$ cat src/rtl/core/prt_pkg.sv
// Shared types, register indexes and the sine table generator for the
// polygon rotate/translate unit. Depends on nothing; every other file uses it.
package prt_pkg;

    typedef logic signed [7:0]  corner_coord_t;   // model corner coordinate, whole units
    typedef logic signed [15:0] q12_4_t;          // signed Q12.4 coordinate
    typedef logic [1:0]         corner_idx_t;     // corner number within a request
    typedef logic [2:0]         cfg_index_t;      // configuration register index

    localparam corner_idx_t CORNER_0    = 2'd0;
    localparam corner_idx_t CORNER_1    = 2'd1;
    localparam corner_idx_t LAST_CORNER = 2'd2;

    localparam logic [1:0] QUAD_0 = 2'd0;
    localparam logic [1:0] QUAD_1 = 2'd1;
    localparam logic [1:0] QUAD_2 = 2'd2;

    localparam cfg_index_t CFG_CORNER0_X = 3'd0;
    localparam cfg_index_t CFG_CORNER0_Y = 3'd1;
    localparam cfg_index_t CFG_CORNER1_X = 3'd2;
    localparam cfg_index_t CFG_CORNER1_Y = 3'd3;
    localparam cfg_index_t CFG_CORNER2_X = 3'd4;
    localparam cfg_index_t CFG_CORNER2_Y = 3'd5;

    localparam corner_coord_t CORNER0_X_RST = -8'sd4;
    localparam corner_coord_t CORNER0_Y_RST = -8'sd5;
    localparam corner_coord_t CORNER1_X_RST = 8'sd4;
    localparam corner_coord_t CORNER1_Y_RST = -8'sd5;
    localparam corner_coord_t CORNER2_X_RST = 8'sd0;
    localparam corner_coord_t CORNER2_Y_RST = 8'sd5;

    // pi/2 in Q2.30
    localparam logic [63:0] HALF_PI_Q30 = 64'd1686629713;

    // Divide a Taylor term by (2k+2)(2k+3); only evaluated while building the table.
    function automatic logic [63:0] taylor_div(input logic [63:0] term, input int k);
        logic [63:0] res;
        case (k)
            0:       res = term / 6;
            1:       res = term / 20;
            2:       res = term / 42;
            3:       res = term / 72;
            4:       res = term / 110;
            5:       res = term / 156;
            6:       res = term / 210;
            7:       res = term / 272;
            8:       res = term / 342;
            9:       res = term / 420;
            10:      res = term / 506;
            11:      res = term / 600;
            12:      res = term / 702;
            13:      res = term / 812;
            14:      res = term / 930;
            default: res = term / 1056;
        endcase
        return res;
    endfunction

    // Quarter-wave sine entry for phase p of 2^(angle_bits-2), in Q1.frac_bits,
    // from a Q2.30 Taylor series rounded half up.
    function automatic logic [63:0] quarter_sine(input int unsigned p,
                                                 input int unsigned angle_bits,
                                                 input int unsigned frac_bits);
        logic [63:0]        q;
        logic [63:0]        one;
        logic [63:0]        x;
        logic [63:0]        x2;
        logic [63:0]        term;
        logic [63:0]        mag;
        logic [63:0]        r;
        logic signed [63:0] acc;
        q   = 64'd1 << (angle_bits - 2);
        one = 64'd1 << frac_bits;
        if (64'(p) == 64'd0) begin
            r = 64'd0;
        end else if (64'(p) >= q) begin
            r = one;
        end else begin
            x    = (HALF_PI_Q30 * 64'(p) + (q >> 1)) >> (angle_bits - 2);
            x2   = (x * x) >> 30;
            term = x;
            acc  = 64'sd0;
            for (int k = 0; k < 16; k++) begin
                if (k[0]) begin
                    acc = acc - $signed(term);
                end else begin
                    acc = acc + $signed(term);
                end
                term = (term * x2) >> 30;
                term = taylor_div(term, k);
            end
            mag = (acc < 64'sd0) ? 64'd0 : $unsigned(acc);
            r   = (mag + (64'd1 << (29 - frac_bits))) >> (30 - frac_bits);
            if (r > one) begin
                r = one;
            end
        end
        return r;
    endfunction

endpackage

$ cat src/rtl/core/polygon_rotate_translate_unit.sv
// Top level of the polygon rotate/translate unit: config registers and pipeline.
// Depends on prt_pkg, prt_trig, prt_mac and prt_round.
//
// Usage:
//   A request beat on the s_ channel carries a binary angle (65536 = full turn)
//   and a center in signed Q12.4. For each request the m_ channel returns
//   three vertex beats, corners 0, 1, 2 in order; tlast marks corner 2.
//   Corners are 8-bit whole-unit coordinates held in six config registers,
//   written through cfg_we/cfg_index/cfg_wdata while the block is idle.
//   Pipeline: input register, trig register (sine/cosine lookup), product
//   register (one corner per cycle unless the receiver stalls), result register.
//   The trig register keeps a request until its last corner moves on and only
//   then takes the next, as the single product and rounding path serves one
//   corner per cycle when the receiver never stalls.
//   Reset (synchronous, aresetn low) empties every stage and restores the
//   default triangle. When the receiver holds m_tready low, the result
//   register holds its beat, the stages behind it fill, and s_tready drops
//   once the input register has nowhere to go.
module polygon_rotate_translate_unit #(
    parameter int ANGLE_BITS     = 10,
    parameter int TRIG_FRAC_BITS = 14
) (
    input  logic                aclk,
    input  logic                aresetn,
    // configuration write port
    input  logic                cfg_we,
    input  prt_pkg::cfg_index_t cfg_index,
    input  logic [7:0]          cfg_wdata,
    // request channel
    input  logic                s_tvalid,
    output logic                s_tready,
    input  logic [47:0]         s_tdata,   // [15:0] heading, [31:16] center_x, [47:32] center_y
    // vertex channel
    output logic                m_tvalid,
    input  logic                m_tready,
    output logic [31:0]         m_tdata,   // [15:0] vertex_x, [31:16] vertex_y
    output logic [2:0]          m_tuser,   // [1:0] vertex_index, [2] clipped
    output logic                m_tlast
);

    localparam int CW   = TRIG_FRAC_BITS + 2;
    localparam int SUMW = TRIG_FRAC_BITS + 11;

    // corner registers
    prt_pkg::corner_coord_t corner_x_reg [3];
    prt_pkg::corner_coord_t corner_y_reg [3];

    // input stage
    logic                   in_valid_reg;
    logic                   in_valid_next;
    logic [15:0]            heading_reg;
    prt_pkg::q12_4_t        in_cx_reg;
    prt_pkg::q12_4_t        in_cy_reg;

    // trig stage
    logic                   trig_valid_reg;
    logic                   trig_valid_next;
    logic signed [CW-1:0]   sin_reg;
    logic signed [CW-1:0]   cos_reg;
    prt_pkg::q12_4_t        trig_cx_reg;
    prt_pkg::q12_4_t        trig_cy_reg;
    prt_pkg::corner_idx_t   corner_reg;
    prt_pkg::corner_idx_t   corner_next;

    // product stage
    logic                   mac_valid_reg;
    logic                   mac_valid_next;
    logic signed [SUMW-1:0] sum_x_reg;
    logic signed [SUMW-1:0] sum_y_reg;
    prt_pkg::q12_4_t        mac_cx_reg;
    prt_pkg::q12_4_t        mac_cy_reg;
    prt_pkg::corner_idx_t   mac_corner_reg;

    // result stage
    logic                   out_valid_reg;
    logic                   out_valid_next;
    prt_pkg::q12_4_t        vx_reg;
    prt_pkg::q12_4_t        vy_reg;
    prt_pkg::corner_idx_t   out_corner_reg;
    logic                   clip_reg;

    // handshake between stages
    logic                   in_load;
    logic                   trig_load;
    logic                   trig_adv;
    logic                   trig_done;
    logic                   mac_ready;
    logic                   out_ready;
    logic                   out_load;

    // datapath wires
    logic signed [CW-1:0]   sin_val;
    logic signed [CW-1:0]   cos_val;
    prt_pkg::corner_coord_t sel_x;
    prt_pkg::corner_coord_t sel_y;
    logic signed [SUMW-1:0] sum_x;
    logic signed [SUMW-1:0] sum_y;
    prt_pkg::q12_4_t        vertex_x;
    prt_pkg::q12_4_t        vertex_y;
    logic                   clipped;

    // ------------------------------------------------------------------
    // Configuration: write the addressed corner coordinate, drop unknown
    // indexes.
    // ------------------------------------------------------------------
    always_ff @(posedge aclk) begin
        if (!aresetn) begin
            corner_x_reg[0] <= prt_pkg::CORNER0_X_RST;
            corner_y_reg[0] <= prt_pkg::CORNER0_Y_RST;
            corner_x_reg[1] <= prt_pkg::CORNER1_X_RST;
            corner_y_reg[1] <= prt_pkg::CORNER1_Y_RST;
            corner_x_reg[2] <= prt_pkg::CORNER2_X_RST;
            corner_y_reg[2] <= prt_pkg::CORNER2_Y_RST;
        end else if (cfg_we) begin
            case (cfg_index)
                prt_pkg::CFG_CORNER0_X: corner_x_reg[0] <= cfg_wdata;
                prt_pkg::CFG_CORNER0_Y: corner_y_reg[0] <= cfg_wdata;
                prt_pkg::CFG_CORNER1_X: corner_x_reg[1] <= cfg_wdata;
                prt_pkg::CFG_CORNER1_Y: corner_y_reg[1] <= cfg_wdata;
                prt_pkg::CFG_CORNER2_X: corner_x_reg[2] <= cfg_wdata;
                prt_pkg::CFG_CORNER2_Y: corner_y_reg[2] <= cfg_wdata;
                default: ;
            endcase
        end
    end

    // ------------------------------------------------------------------
    // Flow control. Each stage advances when the one ahead is empty or
    // moving; the trig stage holds a request until its three corners have moved on.
    // ------------------------------------------------------------------
    assign out_ready = !out_valid_reg || m_tready;
    assign out_load  = mac_valid_reg && out_ready;
    assign mac_ready = !mac_valid_reg || out_ready;
    assign trig_adv  = trig_valid_reg && mac_ready;
    assign trig_done = trig_adv && (corner_reg == prt_pkg::LAST_CORNER);
    assign trig_load = in_valid_reg && (!trig_valid_reg || trig_done);
    assign s_tready  = !in_valid_reg || trig_load;
    assign in_load   = s_tvalid && s_tready;

    always_comb begin
        in_valid_next   = in_load ? 1'b1 : (trig_load ? 1'b0 : in_valid_reg);
        trig_valid_next = trig_load ? 1'b1 : (trig_done ? 1'b0 : trig_valid_reg);
        mac_valid_next  = trig_adv ? 1'b1 : (out_ready ? 1'b0 : mac_valid_reg);
        out_valid_next  = out_load ? 1'b1 : (m_tready ? 1'b0 : out_valid_reg);
        if (trig_load) begin
            corner_next = prt_pkg::CORNER_0;
        end else if (trig_adv) begin
            corner_next = corner_reg + 2'd1;
        end else begin
            corner_next = corner_reg;
        end
    end

    always_ff @(posedge aclk) begin
        if (!aresetn) begin
            in_valid_reg   <= 1'b0;
            trig_valid_reg <= 1'b0;
            mac_valid_reg  <= 1'b0;
            out_valid_reg  <= 1'b0;
            corner_reg     <= prt_pkg::CORNER_0;
        end else begin
            in_valid_reg   <= in_valid_next;
            trig_valid_reg <= trig_valid_next;
            mac_valid_reg  <= mac_valid_next;
            out_valid_reg  <= out_valid_next;
            corner_reg     <= corner_next;
        end
    end

    // ------------------------------------------------------------------
    // Payload registers: no reset, loaded with their stage's valid.
    // ------------------------------------------------------------------
    always_ff @(posedge aclk) begin
        if (in_load) begin
            heading_reg <= s_tdata[15:0];
            in_cx_reg   <= s_tdata[31:16];
            in_cy_reg   <= s_tdata[47:32];
        end
        if (trig_load) begin
            sin_reg     <= sin_val;
            cos_reg     <= cos_val;
            trig_cx_reg <= in_cx_reg;
            trig_cy_reg <= in_cy_reg;
        end
        if (trig_adv) begin
            sum_x_reg      <= sum_x;
            sum_y_reg      <= sum_y;
            mac_cx_reg     <= trig_cx_reg;
            mac_cy_reg     <= trig_cy_reg;
            mac_corner_reg <= corner_reg;
        end
        if (out_load) begin
            vx_reg         <= vertex_x;
            vy_reg         <= vertex_y;
            out_corner_reg <= mac_corner_reg;
            clip_reg       <= clipped;
        end
    end

    // ------------------------------------------------------------------
    // Datapath
    // ------------------------------------------------------------------
    prt_trig #(
        .ANGLE_BITS     (ANGLE_BITS),
        .TRIG_FRAC_BITS (TRIG_FRAC_BITS)
    ) u_trig (
        .heading (heading_reg),
        .sin_val (sin_val),
        .cos_val (cos_val)
    );

    // pick the corner the trig stage is working on this cycle
    always_comb begin
        case (corner_reg)
            prt_pkg::CORNER_0: begin
                sel_x = corner_x_reg[0];
                sel_y = corner_y_reg[0];
            end
            prt_pkg::CORNER_1: begin
                sel_x = corner_x_reg[1];
                sel_y = corner_y_reg[1];
            end
            default: begin
                sel_x = corner_x_reg[2];
                sel_y = corner_y_reg[2];
            end
        endcase
    end

    prt_mac #(
        .TRIG_FRAC_BITS (TRIG_FRAC_BITS)
    ) u_mac (
        .corner_x (sel_x),
        .corner_y (sel_y),
        .sin_val  (sin_reg),
        .cos_val  (cos_reg),
        .sum_x    (sum_x),
        .sum_y    (sum_y)
    );

    prt_round #(
        .TRIG_FRAC_BITS (TRIG_FRAC_BITS)
    ) u_round (
        .sum_x    (sum_x_reg),
        .sum_y    (sum_y_reg),
        .center_x (mac_cx_reg),
        .center_y (mac_cy_reg),
        .vertex_x (vertex_x),
        .vertex_y (vertex_y),
        .clipped  (clipped)
    );

    // result beat
    assign m_tvalid = out_valid_reg;
    assign m_tdata  = {vy_reg, vx_reg};
    assign m_tuser  = {clip_reg, out_corner_reg};
    assign m_tlast  = (out_corner_reg == prt_pkg::LAST_CORNER);

endmodule

$ cat src/rtl/core/prt_trig.sv
// Sine/cosine lookup from a binary angle through a quarter-wave constant table.
// Depends on prt_pkg (table generator, quadrant codes).
module prt_trig #(
    parameter int ANGLE_BITS     = 10,
    parameter int TRIG_FRAC_BITS = 14
) (
    input  logic [15:0]                   heading,
    output logic signed [TRIG_FRAC_BITS+1:0] sin_val,
    output logic signed [TRIG_FRAC_BITS+1:0] cos_val
);

    localparam int PW = ANGLE_BITS - 2;
    localparam int QN = 1 << PW;
    localparam int TW = TRIG_FRAC_BITS + 1;
    localparam logic [TW-1:0] ONE = {1'b1, {TRIG_FRAC_BITS{1'b0}}};

    logic [TW-1:0]              sine_rom [QN];
    logic [ANGLE_BITS-1:0]      angle_idx;
    logic [1:0]                 quadrant;
    logic [PW-1:0]              phase;
    logic [PW-1:0]              phase_neg;
    logic [TW-1:0]              t_p;
    logic [TW-1:0]              t_c;
    logic signed [TW:0]         pos_p;
    logic signed [TW:0]         pos_c;

    for (genvar g = 0; g < QN; g++) begin : g_rom
        assign sine_rom[g] = TW'(prt_pkg::quarter_sine(g, ANGLE_BITS, TRIG_FRAC_BITS));
    end

    assign angle_idx = heading[15 -: ANGLE_BITS];
    assign quadrant  = angle_idx[ANGLE_BITS-1 -: 2];
    assign phase     = angle_idx[PW-1:0];
    assign phase_neg = ~phase + PW'(1);

    // cos of phase is the sine of the complementary phase; a full quarter is 1.0
    assign t_p   = sine_rom[phase];
    assign t_c   = (phase == '0) ? ONE : sine_rom[phase_neg];
    assign pos_p = $signed({1'b0, t_p});
    assign pos_c = $signed({1'b0, t_c});

    always_comb begin
        case (quadrant)
            prt_pkg::QUAD_0: begin
                sin_val = pos_p;
                cos_val = pos_c;
            end
            prt_pkg::QUAD_1: begin
                sin_val = pos_c;
                cos_val = -pos_p;
            end
            prt_pkg::QUAD_2: begin
                sin_val = -pos_p;
                cos_val = -pos_c;
            end
            default: begin
                sin_val = -pos_c;
                cos_val = pos_p;
            end
        endcase
    end

endmodule

$ cat src/rtl/core/prt_mac.sv
// Rotation products for one corner: x*cos - y*sin and x*sin + y*cos.
// Depends on prt_pkg (corner coordinate type).
module prt_mac #(
    parameter int TRIG_FRAC_BITS = 14
) (
    input  prt_pkg::corner_coord_t            corner_x,
    input  prt_pkg::corner_coord_t            corner_y,
    input  logic signed [TRIG_FRAC_BITS+1:0]  sin_val,
    input  logic signed [TRIG_FRAC_BITS+1:0]  cos_val,
    output logic signed [TRIG_FRAC_BITS+10:0] sum_x,
    output logic signed [TRIG_FRAC_BITS+10:0] sum_y
);

    localparam int PW   = TRIG_FRAC_BITS + 10;
    localparam int SUMW = PW + 1;

    logic signed [PW-1:0] xc;
    logic signed [PW-1:0] ys;
    logic signed [PW-1:0] xs;
    logic signed [PW-1:0] yc;

    assign xc = PW'(corner_x) * PW'(cos_val);
    assign ys = PW'(corner_y) * PW'(sin_val);
    assign xs = PW'(corner_x) * PW'(sin_val);
    assign yc = PW'(corner_y) * PW'(cos_val);

    assign sum_x = SUMW'(xc) - SUMW'(ys);
    assign sum_y = SUMW'(xs) + SUMW'(yc);

endmodule

$ cat src/rtl/core/prt_round.sv
// Round rotated sums to Q12.4 (half up), add the center, saturate to 16 bits.
// Depends on prt_pkg (Q12.4 coordinate type).
module prt_round #(
    parameter int TRIG_FRAC_BITS = 14
) (
    input  logic signed [TRIG_FRAC_BITS+10:0] sum_x,
    input  logic signed [TRIG_FRAC_BITS+10:0] sum_y,
    input  prt_pkg::q12_4_t                   center_x,
    input  prt_pkg::q12_4_t                   center_y,
    output prt_pkg::q12_4_t                   vertex_x,
    output prt_pkg::q12_4_t                   vertex_y,
    output logic                              clipped
);

    localparam int SUMW = TRIG_FRAC_BITS + 11;
    localparam int SH   = TRIG_FRAC_BITS - 4;
    localparam int RW   = SUMW - SH;
    localparam logic signed [SUMW-1:0] HALF = SUMW'(1) << (SH - 1);

    logic signed [SUMW-1:0] bx;
    logic signed [SUMW-1:0] by;
    logic signed [RW-1:0]   rx;
    logic signed [RW-1:0]   ry;
    logic signed [16:0]     tx;
    logic signed [16:0]     ty;
    logic                   clip_x;
    logic                   clip_y;

    // arithmetic shift floors, so adding half first rounds half up
    assign bx = sum_x + HALF;
    assign by = sum_y + HALF;
    assign rx = RW'(bx >>> SH);
    assign ry = RW'(by >>> SH);

    assign tx = 17'(rx) + 17'(center_x);
    assign ty = 17'(ry) + 17'(center_y);

    // overflow when the two top bits disagree; clamp toward the sign
    assign clip_x = tx[16] ^ tx[15];
    assign clip_y = ty[16] ^ ty[15];

    assign vertex_x = clip_x ? (tx[16] ? 16'sh8000 : 16'sh7FFF) : tx[15:0];
    assign vertex_y = clip_y ? (ty[16] ? 16'sh8000 : 16'sh7FFF) : ty[15:0];
    assign clipped  = clip_x | clip_y;

endmodule

$ cat config.mk
export PLATFORM = sky130hd
export DESIGN_NAME = polygon_rotate_translate_unit
export DESIGN_NICKNAME = d
export VERILOG_FILES = /design/src/rtl/core/prt_pkg.sv /design/src/rtl/core/polygon_rotate_translate_unit.sv /design/src/rtl/core/prt_trig.sv /design/src/rtl/core/prt_mac.sv /design/src/rtl/core/prt_round.sv
export SDC_FILE = /design/constraint.sdc
export NUM_CORES = 2
export LEC_CHECK = 0
export BUFFER_PORTS_ARGS = -buffer_cell sky130_fd_sc_hd__buf_2
export CORE_MARGIN = 2
export CORE_UTILIZATION = 65
export CTS_BUF_LIST = sky130_fd_sc_hd__clkbuf_4 sky130_fd_sc_hd__clkbuf_8
export CTS_CLUSTER_SIZE = 25
export DETAILED_ROUTE_END_ITERATION = 6
export PLACE_DENSITY = 0.82
export SLEW_MARGIN = 20
export SYNTH_ARGS = -nofsm -noshare
export SYNTH_HDL_FRONTEND = slang
export SYNTH_HIERARCHICAL = 1
export SYNTH_SLANG_ARGS = --single-unit
$ cat constraint.sdc
create_clock -name aclk -period 8.3 [get_ports aclk]
set_clock_uncertainty 0.2 [all_clocks]
set_input_delay 1.245 -clock aclk [delete_from_list [all_inputs] [get_ports aclk]]
set_output_delay 1.245 -clock aclk [all_outputs]
set_load 0.005 [all_outputs]
After elaboration in Yosys (flattened, before gate mapping)
Memory sizes are Yosys's and may differ from the RTL's.
Index checks and enable logic that the tools add are counted.
- ROM bits: 7680
- bits of input ports: 64
- bits in writable memories: 48
- register bits after elaboration: 237
- memories kept: 4
- memories (name ; depth ; bits a word ; read ports ; clocked after memory_dff ; write ports ; line ; source):
    (no name shown) ; 256 ; 15 ; 1 ; 0 ; 0 ; prt_trig.sv:38 ; assign t_c = (phase == '0) ? ONE : sine_rom[phase_neg];
    (no name shown) ; 256 ; 15 ; 1 ; 0 ; 0 ; prt_trig.sv:37 ; assign t_p = sine_rom[phase];
    corner_x_reg ; 3 ; 8 ; 3 ; 0 ; 3 ; polygon_rotate_translate_unit.sv:45 ; prt_pkg::corner_coord_t corner_x_reg [3];
    corner_y_reg ; 3 ; 8 ; 3 ; 0 ; 3 ; polygon_rotate_translate_unit.sv:46 ; prt_pkg::corner_coord_t corner_y_reg [3];
- magnitude comparators: 2
- reduce and logical (&&, ||, !) cells: 22
- equality and inequality tests: 10
- bitwise gates (word level): 13
- multipliers: 4
- add/sub/neg operators: 10
- multiplexer cells: 52
- operators with widths (operator ; count):
    $mul A8 B16 Y24 ; 4
    $pmux W16 S3 ; 2
    $mux W15 ; 5
    $mux W16 ; 4
    $add A25 B11 Y25 const B ; 2
    $mux W8 ; 6
    $add A15 B16 Y17 ; 2
    $mux W1 ; 33
    $neg A15 Y16 ; 2
    $pmux W8 S2 ; 2
    $add A24 B24 Y25 ; 1
    $sub A24 B24 Y25 ; 1
    $ge A9 B9 Y1 const B ; 2
    $not A8 Y9 ; 2
    $add A8 B1 Y8 const B ; 1
    $logic_not A8 Y1 ; 1
    $not A8 Y8 ; 1
    $reduce_bool A2 Y1 ; 4
    $or A1 B1 Y1 ; 7
    $eq A2 B2 Y1 const B ; 3
    $eq A3 B2 Y1 const B ; 2
    $eq A3 B3 Y1 const B ; 2
    $logic_and A1 B1 Y1 ; 5
    $eq A2 B1 Y1 const B ; 2
    9 further kinds ; 17

Logic depth before layout (Yosys ltp)
- depth after elaboration: 10
- gate-level depth with buffers: 31

Hierarchy
The synthesis kept the hierarchy.
- modules (own cells, without submodules) (module ; times used ; cells each ; area an instance (um^2) ; sequential area each (um^2)):
    prt_mac ; 1 ; 2069 ; 18679.2 ; 0.0
    prt_trig ; 1 ; 1694 ; 10541.4 ; 0.0
    polygon_rotate_translate_unit ; 1 ; 416 ; 9257.6 ; 8498.2
    prt_round ; 1 ; 390 ; 2835.2 ; 0.0

Least setup slack after synthesis
OpenSTA, ideal clock, no wires.
- kind: register -> register
- start point: register corner_reg[0]
- end point: register sum_y_reg[24], data pin
- setup slack: 0.987 ns
- buffers on the path: 4
- arrival time: 6.853 ns
- stages on the path, launching flop included: 28
- library setup time: 0.260 ns
- clock period less this slack: 7.313 ns
- cells stage by stage: dfxtp_1 inv_1 ha_1 buf_2 nor2_2 buf_2 nand2_1 nand2_1 clkbuf_1 nand2_1 fa_1 inv_1 fa_1 fa_1 fa_1 fa_1 inv_1 fa_1 inv_1 ha_1 clkbuf_1 nand2_1 or2_2 and4b_2 o41a_1 a311oi_1 o21bai_1 xnor2_1
- longest elaborated chain between the ends: 4
- elaborated cells between the ends (all ways): 7
- those cells by class: add/sub: 1; mul: 2; eq/ne: 1; mux: 2; reduce/logical: 1
- RTL lines (what ; line ; source):
    start, declared ; polygon_rotate_translate_unit.sv:62 ; prt_pkg::corner_idx_t corner_reg;
    start signal, assigned ; polygon_rotate_translate_unit.sv:160 ; corner_reg <= prt_pkg::CORNER_0;
    start signal, assigned ; polygon_rotate_translate_unit.sv:166 ; corner_reg <= corner_next;
    $eq A2 B1 Y1 / $logic_not A2 Y1 (equally long branches) ; polygon_rotate_translate_unit.sv:214 ; case (corner_reg)
    $pmux W8 S2 (*) ; polygon_rotate_translate_unit.sv:214 ;
    net sel_y[1] ; polygon_rotate_translate_unit.sv:95 ; prt_pkg::corner_coord_t sel_y;
    $mul A8 B16 Y24 (*) ; prt_mac.sv:25 ; assign yc = PW'(corner_y) * PW'(cos_val);
    $add A24 B24 Y25 (*) ; prt_mac.sv:28 ; assign sum_y = SUMW'(xs) + SUMW'(yc);
    net sum_y[24] ; polygon_rotate_translate_unit.sv:97 ; logic signed [SUMW-1:0] sum_y;
    end signal, assigned ; polygon_rotate_translate_unit.sv:187 ; sum_y_reg <= sum_y;
    end, declared ; polygon_rotate_translate_unit.sv:69 ; logic signed [SUMW-1:0] sum_y_reg;
Mark *: on every way through the listed nets, which the timed path passes. The rest lies on a longest branch.
A chain may end at the register's enable or synchronous reset.

Worst setup path in the final report
- start point: register corner_reg[0]
- end point: register sum_x_reg[21], data pin
- longest elaborated chain between the ends: 4
- elaborated cells between the ends (all ways): 7
- those cells by class: add/sub: 1; mul: 2; eq/ne: 1; mux: 2; reduce/logical: 1
- RTL lines (what ; line ; source):
    $eq A2 B1 Y1 / $logic_not A2 Y1 (equally long branches) ; polygon_rotate_translate_unit.sv:214 ;
    $pmux W8 S2 (*) ; polygon_rotate_translate_unit.sv:214 ;
    net sel_y[0] ; polygon_rotate_translate_unit.sv:95 ;
    $mul A8 B16 Y24 (*) ; prt_mac.sv:23 ; assign ys = PW'(corner_y) * PW'(sin_val);
    $sub A24 B24 Y25 (*) ; prt_mac.sv:27 ; assign sum_x = SUMW'(xc) - SUMW'(ys);
    net sum_x[21] ; polygon_rotate_translate_unit.sv:96 ; logic signed [SUMW-1:0] sum_x;
    end signal, assigned ; polygon_rotate_translate_unit.sv:186 ; sum_x_reg <= sum_x;
    end, declared ; polygon_rotate_translate_unit.sv:68 ; logic signed [SUMW-1:0] sum_x_reg;
Marked as above.

==> flow_summary.json <==
{
  "via_per_inst": 6.58,
  "cts_buffers": 44,
  "io_buffers": 95,
  "failed_checks": "DRC",
  "cts-hold-fix-buffers": 0,
  "fin_crit_ns": 7.82,
  "grt.busiest_layer": "met2",
  "met1_usage_pct": 49.0,
  "status": "finished, violations left",
  "cts_tree": "yes",
  "synthesis.nets": 5324,
  "grt_pass1_vias": 35400,
  "finalSetupViolCount": 0,
  "fin_nets": 5255,
  "slew-limit-headroom_pct": 14.8,
  "clockBufferDepth": 3,
  "syn_avg_cell_area_um2": 8.94,
  "dieArea_um2": 64300,
  "areaGrowthSynthToFinish_pct": 4.68,
  "rows": 91,
  "place.gp.congestion": 1.06,
  "clk_pin_slew_worst_paths_ns": 0.07,
  "pin_count": 102,
  "die_x_um": 254,
  "start_kind": "flop",
  "path_max_fanout": 16,
  "drive_gt1_share_pct": 8.15,
  "dp.final_hpwl_um": 96000,
  "fmax_mhz": 128,
  "drt_iter0_markers": 4078,
  "grt_pass1_wl_um": 200000,
  "htreeDepth": 2,
  "initial_utilization_pct": 65.7,
  "first_pass_iters": 7,
  "cts-root-buf": "clkbuf_8",
  "cap_violations": 0,
  "worst-r2r-setup-slack_ns": 0.48,
  "slew_viol_final": 0,
  "syn_area_um2": 40500,
  "die_h_um": 254,
  "drc": 2,
  "antenna_found_initial": 4,
  "worst-endpoint-required_ns": 8.52,
  "setup_tns_ns": 0,
  "dr_total_vias": 35000,
  "timing.final.crit_share_pct": 94.2,
  "grt_start_max_net_pins": 121,
  "overflow": 0,
  "hold_class": "reg -> reg",
  "grt_usage_pct": 40.7,
  "wirelength_um": 131000,
  "end_kind": "flop",
  "grt.met2_usage_pct": 65.2,
  "worstMarginPinSlew_ns": 1.26,
  "crit_type": "reg -> reg",
  "cp.arrival_ns": 8.03,
  "clock_latency_ns": 0.67,
  "routedWlPerCell_um": 24.5,
  "ant_nets": 0,
  "hold_viol": 0,
  "rsz0062_at_grt": "no",
  "ys_warn_count": 6,
  "cts_setup_buffers": 0,
  "clock-sinks": 261,
  "core_um2": 61600,
  "grtUsageMet3_pct": 8.34,
  "cts_resized": 0,
  "synthCells": 4527
}
## layout make-up
cell class	count	area (µm²)
fill	4741	19200
antenna	2	5.00
multi-input combinational	3320	28900
inverter	633	2380
tap	837	1050
sequential	261	7780
clock inverter	16	148
timing repair buffer	198	1360
clock buffer	62	741
## cell usage in the layout (no fill, tap or decap), types with 45 or more instances in the layout
cell type and instances:
nand2b_1 100, buf_4 94, nor3_1 62, xnor2_1 88, buf_2 95, nor2b_1 45
nand2_1 435, inv_1 626, edfxtp_1 255, nand3_1 76, o21ai_0 203, a21oi_1 199
a211oi_1 59, nor2_1 227, and2_1 268, ha_1 226, fa_1 505
## metal layers
layer,wire length (µm),vias to the layer above
li1,-,15200
met1,46100,16900
met2,60400,2338
met3,13500,599
met4,10500,2
met5,13,-
## through the flow
stage	hold WS, ns	cells	setup slack (ns)	utilization [%]	area [µm²]
floorplan	0.200	4527	0.987	-	40500
global placement	0.201	5249	0.766	67.3	41500
detailed placement	0.205	5249	0.629	67.3	41500
CTS	0.211	5327	0.641	68.8	42300
global route	0.215	5329	0.120	68.8	42400
finish	0.213	5329	0.483	68.8	42400
## path summary, 6_finish.rpt
path	depth (start not counted)	endpoint	start
max	26	sum_x_reg[21]	corner_reg[0]
min	0	mac_cy_reg[14]	trig_cy_reg[14]
max reg2reg	26	sum_x_reg[21]	corner_reg[0]
min reg2reg	0	mac_cy_reg[14]	trig_cy_reg[14]
## critical path, cell delays in order (launching register included)
cell and delay (ns):
dfxtp_1 0.37, inv_1 0.10, ha_1 0.24, buf_4 0.21, a22oi_1 0.19, nand2_1 0.46, buf_4 0.38, nand2_1 0.13
inv_1 0.10, fa_1 0.54, inv_1 0.13, fa_1 0.52, inv_1 0.06, fa_1 0.52, inv_1 0.05, fa_1 0.47
fa_1 0.49, inv_1 0.05, fa_1 0.48, inv_1 0.04, ha_1 0.33, and3_1 0.21, nand2_1 0.09, nor4b_1 0.56
o41a_1 0.36, mux2i_1 0.25, nand2_1 0.08
Power is left out: the tool's default activity adds up to more than one toggle a clock period on the data nets, which glitch-free logic cannot reach.
